$ cat src/hdl/md5_pkg.sv
// ---------------------------------------------------------------------------
// MD5 package
// Shared types and constants for the MD5 digest unit.
// ---------------------------------------------------------------------------
`default_nettype none
package md5_pkg;

  localparam logic [31:0] IV_A = 32'h67452301;
  localparam logic [31:0] IV_B = 32'hefcdab89;
  localparam logic [31:0] IV_C = 32'h98badcfe;
  localparam logic [31:0] IV_D = 32'h10325476;
  localparam logic [7:0]  PAD_BYTE = 8'h80;
  localparam logic [5:0]  LEN_POS  = 6'd56;

  // Commands from the controller to the datapath.
  typedef struct packed {
    logic       load_byte;   // write one byte into the block buffer
    logic [5:0] byte_pos;    // byte position for the write
    logic [7:0] byte_val;    // value to write
    logic       clear_tail;  // zero bytes above byte_pos (padding)
    logic       clear_head;  // zero words 0..13 (second padding block)
    logic       put_length;  // write bit count into words 14 and 15
    logic       round_start; // copy chaining words into round registers
    logic       round_en;    // perform one round
    logic [5:0] round_idx;   // round number
    logic       round_fold;  // add round registers into chaining words
    logic       restart;     // chaining words back to initial values
  } md5_cmd_t;

  function automatic logic [31:0] round_const(input logic [5:0] i);
    logic [31:0] k [64];
    k = '{
      32'hd76aa478, 32'he8c7b756, 32'h242070db, 32'hc1bdceee,
      32'hf57c0faf, 32'h4787c62a, 32'ha8304613, 32'hfd469501,
      32'h698098d8, 32'h8b44f7af, 32'hffff5bb1, 32'h895cd7be,
      32'h6b901122, 32'hfd987193, 32'ha679438e, 32'h49b40821,
      32'hf61e2562, 32'hc040b340, 32'h265e5a51, 32'he9b6c7aa,
      32'hd62f105d, 32'h02441453, 32'hd8a1e681, 32'he7d3fbc8,
      32'h21e1cde6, 32'hc33707d6, 32'hf4d50d87, 32'h455a14ed,
      32'ha9e3e905, 32'hfcefa3f8, 32'h676f02d9, 32'h8d2a4c8a,
      32'hfffa3942, 32'h8771f681, 32'h6d9d6122, 32'hfde5380c,
      32'ha4beea44, 32'h4bdecfa9, 32'hf6bb4b60, 32'hbebfbc70,
      32'h289b7ec6, 32'heaa127fa, 32'hd4ef3085, 32'h04881d05,
      32'hd9d4d039, 32'he6db99e5, 32'h1fa27cf8, 32'hc4ac5665,
      32'hf4292244, 32'h432aff97, 32'hab9423a7, 32'hfc93a039,
      32'h655b59c3, 32'h8f0ccc92, 32'hffeff47d, 32'h85845dd1,
      32'h6fa87e4f, 32'hfe2ce6e0, 32'ha3014314, 32'h4e0811a1,
      32'hf7537e82, 32'hbd3af235, 32'h2ad7d2bb, 32'heb86d391};
    return k[i];
  endfunction

  function automatic logic [4:0] rot_amount(input logic [5:0] i);
    logic [4:0] r;
    case (i[5:4])
      2'd0: r = (i[1:0] == 2'd0) ? 5'd7 : (i[1:0] == 2'd1) ? 5'd12 :
                (i[1:0] == 2'd2) ? 5'd17 : 5'd22;
      2'd1: r = (i[1:0] == 2'd0) ? 5'd5 : (i[1:0] == 2'd1) ? 5'd9 :
                (i[1:0] == 2'd2) ? 5'd14 : 5'd20;
      2'd2: r = (i[1:0] == 2'd0) ? 5'd4 : (i[1:0] == 2'd1) ? 5'd11 :
                (i[1:0] == 2'd2) ? 5'd16 : 5'd23;
      default: r = (i[1:0] == 2'd0) ? 5'd6 : (i[1:0] == 2'd1) ? 5'd10 :
                   (i[1:0] == 2'd2) ? 5'd15 : 5'd21;
    endcase
    return r;
  endfunction

  function automatic logic [3:0] word_index(input logic [5:0] i);
    logic [3:0] g;
    logic [3:0] n;
    n = i[3:0];
    case (i[5:4])
      2'd0: g = n;
      2'd1: g = 4'((n << 2) + n + 4'd1);
      2'd2: g = 4'((n << 1) + n + 4'd5);
      default: g = 4'((n << 3) - n);
    endcase
    return g;
  endfunction

endpackage
`default_nettype wire

$ cat src/hdl/md5_datapath.sv
// ---------------------------------------------------------------------------
// MD5 datapath
// Block buffer, round registers, one round unit and chaining words.
// ---------------------------------------------------------------------------
`default_nettype none
module md5_datapath (
  input  wire logic             clk,
  input  wire md5_pkg::md5_cmd_t cmd,
  input  wire logic [63:0]      bit_count,
  output logic [127:0]          chain
);

  logic [31:0] blk [16];
  logic [31:0] ra, rb, rc, rd;
  logic [31:0] ca, cb, cc, cd;
  logic [31:0] f, sum, rot;
  logic [4:0]  s;

  always_comb begin
    case (cmd.round_idx[5:4])
      2'd0: f = rd ^ (rb & (rc ^ rd));
      2'd1: f = rc ^ (rd & (rb ^ rc));
      2'd2: f = rb ^ rc ^ rd;
      default: f = rc ^ (rb | ~rd);
    endcase
    sum = ra + f + md5_pkg::round_const(cmd.round_idx)
        + blk[md5_pkg::word_index(cmd.round_idx)];
    s   = md5_pkg::rot_amount(cmd.round_idx);
    rot = (sum << s) | (sum >> (6'd32 - {1'b0, s}));
  end

  always_ff @(posedge clk) begin
    for (int w = 0; w < 16; w++) begin
      for (int b = 0; b < 4; b++) begin
        if (cmd.load_byte && cmd.byte_pos == 6'(w * 4 + b)) begin
          blk[w][b*8 +: 8] <= cmd.byte_val;
        end else if (cmd.clear_tail && 6'(w * 4 + b) > cmd.byte_pos) begin
          blk[w][b*8 +: 8] <= 8'h00;
        end
      end
      if (cmd.clear_head && w < 14) begin
        blk[w] <= 32'h0;
      end
    end
    if (cmd.put_length) begin
      blk[14] <= bit_count[31:0];
      blk[15] <= bit_count[63:32];
    end
    if (cmd.round_start) begin
      ra <= ca; rb <= cb; rc <= cc; rd <= cd;
    end else if (cmd.round_en) begin
      ra <= rd; rd <= rc; rc <= rb; rb <= rb + rot;
    end
  end

  always_ff @(posedge clk) begin
    if (cmd.restart) begin
      ca <= md5_pkg::IV_A; cb <= md5_pkg::IV_B;
      cc <= md5_pkg::IV_C; cd <= md5_pkg::IV_D;
    end else if (cmd.round_fold) begin
      ca <= ca + ra; cb <= cb + rb; cc <= cc + rc; cd <= cd + rd;
    end
  end

  assign chain = {cd, cc, cb, ca};

endmodule
`default_nettype wire

$ cat src/hdl/md5_control.sv
// ---------------------------------------------------------------------------
// MD5 controller
// Accepts requests, counts bits, sequences rounds, padding and the result.
// ---------------------------------------------------------------------------
`default_nettype none
module md5_control (
  input  wire logic        clk,
  input  wire logic        rst,
  input  wire logic        in_valid,
  output logic             in_ready,
  input  wire logic [7:0]  data_byte,
  input  wire logic        no_byte,
  input  wire logic        end_of_message,
  output logic             out_valid,
  input  wire logic        out_ready,
  output logic             snap,
  output logic [63:0]      bit_count,
  output md5_pkg::md5_cmd_t cmd
);

  typedef enum logic [6:0] {
    S_IDLE  = 7'b0000001,
    S_START = 7'b0000010,
    S_ROUND = 7'b0000100,
    S_FOLD  = 7'b0001000,
    S_PAD   = 7'b0010000,
    S_LEN   = 7'b0100000,
    S_OUT   = 7'b1000000
  } state_t;

  state_t     state, state_next;
  logic [5:0] idx;
  logic       pad_mode;  // compression belongs to final padding
  logic       last;      // final block in progress
  logic       fin;       // end pending after the current block
  logic       take;
  logic       out_free;  // result register empty or being emptied
  logic [5:0] pos;

  assign pos      = bit_count[8:3];
  assign in_ready = (state == S_IDLE);
  assign take     = in_valid && in_ready;
  assign out_free = !out_valid || out_ready;

  always_comb begin
    cmd = '0;
    cmd.round_idx = idx;
    state_next = state;
    snap = 1'b0;
    case (state)
      S_IDLE: begin
        if (take) begin
          cmd.byte_pos = pos;
          cmd.byte_val = data_byte;
          cmd.load_byte = !no_byte;
          if (!no_byte && pos == 6'd63) state_next = S_START;
          else if (end_of_message) state_next = S_PAD;
        end
      end
      S_PAD: begin
        cmd.load_byte  = 1'b1;
        cmd.clear_tail = 1'b1;
        cmd.byte_pos   = pos;
        cmd.byte_val   = md5_pkg::PAD_BYTE;
        state_next = (pos >= md5_pkg::LEN_POS) ? S_START : S_LEN;
      end
      S_LEN: begin
        cmd.put_length = 1'b1;
        cmd.clear_head = pad_mode;
        state_next = S_START;
      end
      S_START: begin
        cmd.round_start = 1'b1;
        state_next = S_ROUND;
      end
      S_ROUND: begin
        cmd.round_en = 1'b1;
        if (idx == 6'd63) state_next = S_FOLD;
      end
      S_FOLD: begin
        cmd.round_fold = 1'b1;
        if (last) state_next = S_OUT;
        else if (pad_mode) state_next = S_LEN;
        else if (fin) state_next = S_PAD;
        else state_next = S_IDLE;
      end
      S_OUT: begin
        if (out_free) begin
          snap = 1'b1;
          cmd.restart = 1'b1;
          state_next = S_IDLE;
        end
      end
      default: state_next = S_IDLE;
    endcase
  end

  always_ff @(posedge clk) begin
    if (rst) begin
      state <= S_IDLE;
      idx <= '0;
      pad_mode <= 1'b0;
      last <= 1'b0;
      fin <= 1'b0;
      bit_count <= '0;
      out_valid <= 1'b0;
    end else begin
      state <= state_next;
      if (state == S_OUT && out_free) out_valid <= 1'b1;
      else if (out_ready) out_valid <= 1'b0;
      if (state == S_ROUND) idx <= idx + 6'd1;
      else idx <= '0;
      case (state)
        S_IDLE: begin
          if (take) begin
            fin <= end_of_message;
            if (!no_byte) bit_count <= bit_count + 64'd8;
          end
        end
        S_PAD: begin
          pad_mode <= (pos >= md5_pkg::LEN_POS);
          last <= (pos < md5_pkg::LEN_POS);
        end
        S_LEN: begin
          pad_mode <= 1'b0;
          last <= 1'b1;
        end
        S_OUT: begin
          if (out_free) begin
            bit_count <= '0;
            last <= 1'b0;
            fin <= 1'b0;
          end
        end
        default: ;
      endcase
    end
  end

`ifndef SYNTHESIS
  a_no_take_busy: assert property (@(posedge clk) disable iff (rst)
    (state != S_IDLE) |-> !in_ready) else $error("input taken while busy");
  a_round_order: assert property (@(posedge clk) disable iff (rst)
    (state == S_START) |=> (state == S_ROUND && idx == 6'd0))
    else $error("rounds did not start at zero");
  a_out_after_fold: assert property (@(posedge clk) disable iff (rst)
    $rose(out_valid) |-> $past(state == S_OUT)) else $error("stray result");
`endif

endmodule
`default_nettype wire

$ cat src/hdl/md5_message_digest_unit.sv
// ---------------------------------------------------------------------------
// MD5 message digest unit
// Hashes a byte stream and returns the 128-bit digest at end of message.
// ---------------------------------------------------------------------------
// Throughput: one byte request a cycle while idle; the 64th byte of a block
// stalls the input for start, 64 rounds in one round unit and fold. End of
// message stalls it for padding and one compression, two if padding needs a
// second block, before the digest request appears; the result register lets
// the input run on while a digest waits; only a second one waits for it.
// Reset (rst, synchronous) clears the controller, the bit count and the
// result flag; the chaining words are loaded while reset is held.
`default_nettype none
module md5_message_digest_unit (
  input  wire logic        clk,
  input  wire logic        rst,
  input  wire logic        in_valid,
  output logic             in_ready,
  input  wire logic [7:0]  data_byte,
  input  wire logic        no_byte,
  input  wire logic        end_of_message,
  output logic             out_valid,
  input  wire logic        out_ready,
  output logic [63:0]      digest_low,
  output logic [63:0]      digest_high
);

  md5_pkg::md5_cmd_t cmd, cmd_dp;
  logic [63:0]  bit_count;
  logic [127:0] chain;
  logic         snap;
  logic         init_done;

  // The control unit sequences everything; the datapath just follows.
  md5_control u_ctrl (
    .clk, .rst, .in_valid, .in_ready, .data_byte, .no_byte,
    .end_of_message, .out_valid, .out_ready, .snap, .bit_count, .cmd
  );

  // The chaining words are loaded while reset is held and once after it.
  always_ff @(posedge clk) begin
    if (rst) init_done <= 1'b0;
    else init_done <= 1'b1;
  end

  always_comb begin
    cmd_dp = cmd;
    if (!init_done) cmd_dp.restart = 1'b1;
  end

  md5_datapath u_dp (.clk, .cmd(cmd_dp), .bit_count, .chain);

  // The result register holds the digest while the request waits.
  always_ff @(posedge clk) begin
    if (snap) begin
      digest_low  <= chain[63:0];
      digest_high <= chain[127:64];
    end
  end

endmodule
`default_nettype wire

$ cat config.mk
export PLATFORM = sky130hd
export DESIGN_NAME = md5_message_digest_unit
export DESIGN_NICKNAME = d
export VERILOG_FILES = /design/src/hdl/md5_pkg.sv /design/src/hdl/md5_datapath.sv /design/src/hdl/md5_control.sv /design/src/hdl/md5_message_digest_unit.sv
export SDC_FILE = /design/constraint.sdc
export NUM_CORES = 2
export LEC_CHECK = 0
export BUFFER_PORTS_ARGS = -buffer_cell sky130_fd_sc_hd__buf_2
export CELL_PAD_IN_SITES_DETAIL_PLACEMENT = 1
export CELL_PAD_IN_SITES_GLOBAL_PLACEMENT = 2
export CORE_AREA = 2 2 365 367
export CTS_BUF_LIST = sky130_fd_sc_hd__clkbuf_4 sky130_fd_sc_hd__clkbuf_8
export CTS_CLUSTER_SIZE = 24
export DETAILED_ROUTE_END_ITERATION = 8
export DIE_AREA = 0 0 367 369
export PLACE_DENSITY_LB_ADDON = 0.3
export SLEW_MARGIN = 5
export SYNTH_ARGS = -nofsm -noshare
export SYNTH_HDL_FRONTEND = slang
export SYNTH_SLANG_ARGS = --single-unit
$ cat constraint.sdc
create_clock -name clk -period 22.6 [get_ports clk]
set_clock_uncertainty 0.1 [all_clocks]
set_input_delay 4.52 -clock clk [delete_from_list [all_inputs] [get_ports clk]]
set_output_delay 4.52 -clock clk [all_outputs]
set_load 0.05 [all_outputs]
==> flow_metrics.py <==
metrics = {
    "clocking": {
        "numCtsBuffers": 170,
        "cts_buffer_depth": 3,
        "root_buffer": "clkbuf_8",
        "holdBufCountCts": 0,
        "post_cts_resize_count": 0,
        "htree_num_levels": 4,
        "clkTransAtPathRegs_ps": 60,
        "cts.sinks": 975,
        "cts_tree": "built",
        "clock_latency_ps": 940,
        "post_cts_buffers": 0,
    },
    "power": {
        "p_leak_nw": 27.3,
        "switching_share_pct": 29.8,
        "p_clk_share_pct": 37.8,
        "seqPwrFrac_pct": 43.7,
        "peakVddDrop_v": 0.0000714,
        "p_int_mw": 3.28,
        "comb_power_share_pct": 18.4,
        "power_switching_mw": 1.39,
        "power_density_mw_per_mm2": 70.8,
    },
    "sta": {
        "tns_ps": 0,
        "worst_slew_pin_slew_ps": 1460,
        "setup_slack_ps": 9720,
        "slew_headroom_pct": 2.46,
        "fmax_mhz": 77.6,
        "drv_slew": 0,
        "hold_viol_final": 0,
        "finalSetupViolCount": 0,
        "min_period_over_period_pct": 57.0,
        "min_period_ps": 12880,
        "rsz0062_at_grt": "no",
    },
    "setup_path": {
        "critPathArrivalTime_ps": 13440,
        "crit_type": "reg2reg",
        "required_ps": 23150,
        "crit_path_max_fanout": 49,
        "end_kind": "flip-flop",
        "crit_slowest_cell": "dfxtp_1",
        "slowest_delay_ps": 820,
        "worst_setup_path_start_kind": "flip-flop",
    },
    "floorplanning": {
        "start_util_pct": 45.8,
        "dieArea_mm2": 0.135,
        "core_area_mm2": 0.131,
        "num_rows": 133,
        "io_pins": 144,
        "die_w_um": 367,
        "die_height_um": 369,
    },
    "logic_synthesis": {
        "synth_seq_cells": 975,
        "postSynthAreaPerCell_um2": 9.97,
        "seq_area_frac_synth_pct": 45.2,
        "yosys-top-cells-count": "nand2_1 (774), edfxtp_1 (760), a21oi_1 (442)",
        "yosysUniqueCellTypes": 86,
        "yosys.area.top_type": "edfxtp_1",
        "yosysMostFrequentCell": "nand2_1",
        "synth_nets": 6323,
        "synthCells": 6028,
        "synth_area_leaders": "edfxtp_1 (38%), dfxtp_1 (7.2%), mux4_2 (5.2%)",
        "synth_edf_count": 760,
        "async_flop_share_pct": 0,
        "yosys_most_used_dff": "edfxtp_1",
        "synth_top_area_share_pct": 38.0,
        "yosysWarnings": 0,
        "synth_area_mm2": 0.0601,
    },
    "grt": {
        "grt_max_degree": 289,
        "track_usage_pct": 32.4,
        "grt_pass1_wl_mm": 330,
        "grt_pass1_vias": 49700,
        "antenna_found_initial": 12,
        "grt-ovfl-total": 0,
    },
    "min_path": {
        "hold_class": "reg2reg",
    },
    "route": {
        "first_pass_iters": 6,
        "routedWlPerCell_um": 28.2,
        "drt-initial-drc-count": 4775,
        "route.detailed.drc": 0,
        "ant_nets": 0,
        "routed_wl_mm": 223,
        "vias_per_cell": 6.21,
        "vias": 49200,
    },
    "cells_and_area": {
        "fin_nets": 6309,
        "fin_area_mm2": 0.0660,
        "drive_gt1_share_pct": 12.7,
        "area_growth_pct": 9.84,
    },
    "placed_design": {
        "dp_hpwl_mm": 160,
        "portBuffers": 143,
        "gp_congestion": 0.949,
        "place_ws_ps": 9870,
        "postPlaceCellArea_mm2": 0.0623,
    },
    "outcome": {
        "run_status": "complete, no violations",
    },
    "job": {
        "cap_violations": 0,
    },
}
==> flip-flops by register name, summed over array words and instances, names as in the netlist <==
signal,cells
u_dp.blk,512
digest_high,64
digest_low,64
u_ctrl.bit_count,61
u_dp.ca,32
u_dp.cb,32
u_dp.cc,32
u_dp.cd,32
u_dp.ra,32
u_dp.rb,32
u_dp.rc,32
u_dp.rd,32
u_ctrl.state,7
u_ctrl.idx,6
init_done,1
u_ctrl.fin,1
u_ctrl.last,1
u_ctrl.out_valid,1
u_ctrl.pad_mode,1
==> per-layer routing <==
layer / wire (um) / part of all wire, % / GRT usage [%]
met1: 91500 / 41 / 41.3
met2: 107000 / 48 / 54.2
met3: 12600 / 5.7 / 4.87
met4: 11300 / 5.1 / 15.3
met5: 29 / 0.013 / 0
==> cell type report <==
class	count	area (um^2)
sequential	975	27100
clock buffer	240	2990
timing repair buffer	248	1590
tap	1755	2200
inverter	202	763
fill	14600	65100
multi-input combinational	4417	30600
clock inverter	77	669
antenna	3	7.51
==> path summary, 6_finish.rpt <==
check	startpoint	end	slack [ps]	cells past startpoint
setup / recovery	u_ctrl.idx[1]	u_dp.rb[22]	9720	40
hold reg to reg	u_dp.ca[16]	digest_low[16]	390	0
hold / removal	u_dp.ca[16]	digest_low[16]	390	0
setup reg to reg	u_ctrl.idx[1]	u_dp.rb[22]	9720	40
==> stage by stage <==
step	instances	util, %	hold slack, ps	total power [mW]
finish	7917	50.3	392	4.67
global route	7917	50.3	408	4.84
CTS	7914	50.3	393	4.69
detailed placement	7597	47.5	383	2.92
global placement	7597	47.5	367	2.91
floorplan	6028	-	343	2.64
==> critical path, delay by kind of cell (launching register included) <==
kind	cells	cell delay (ps)
adders and majority gates	7	2870
muxes	2	950
AOI/OAI and AO/OA	21	5310
and+or+nand+nor	6	1000
buffers and inverters	3	1070
DFF	1	820
xor gates and xnor gates	1	410
==> power groups by stage <==
stage                     Sequential (mW)  Clock [mW]  Combinational (mW)
after global routing                 2.05        1.87               0.926
after global placement               2.08           0               0.828
after detailed placement             2.08           0               0.843
after CTS                            2.04        1.80               0.847
after floorplan                      2.07           0               0.573
final                                2.04        1.77               0.860
==> layout by cell type (no fill, tap or decap), types with 39 or more instances in the layout <==
cell type	instances
nand2_1	771
xnor2_1	100
inv_1	195
clkbuf_4	50
edfxtp_1	760
nand3_1	144
ha_1	213
o21a_1	40
fa_1	68
xor2_1	136
o221ai_1	57
a31oi_1	73
mux2_2	42
a21o_1	137
buf_4	99
dfxtp_1	211
buf_2	142
mux4_2	139
nand2b_1	39
a21oi_1	441
clkbuf_8	190
and3_1	424
o211ai_1	106
a211oi_1	43
o21ai_0	282
nor3_1	90
mux2i_1	115
nor2_1	439
==> cells by family after synthesis <==
group	share of synthesized area, %
AOI/OAI and AO/OA	15.6
and+or+nand+nor	16.4
DFF	45.2
adders and majority gates	7.20
xor gates and xnor gates	3.59
muxes	7.91
buffers and inverters	4.07
No activity file was read; power rests on OpenSTA's default activity.
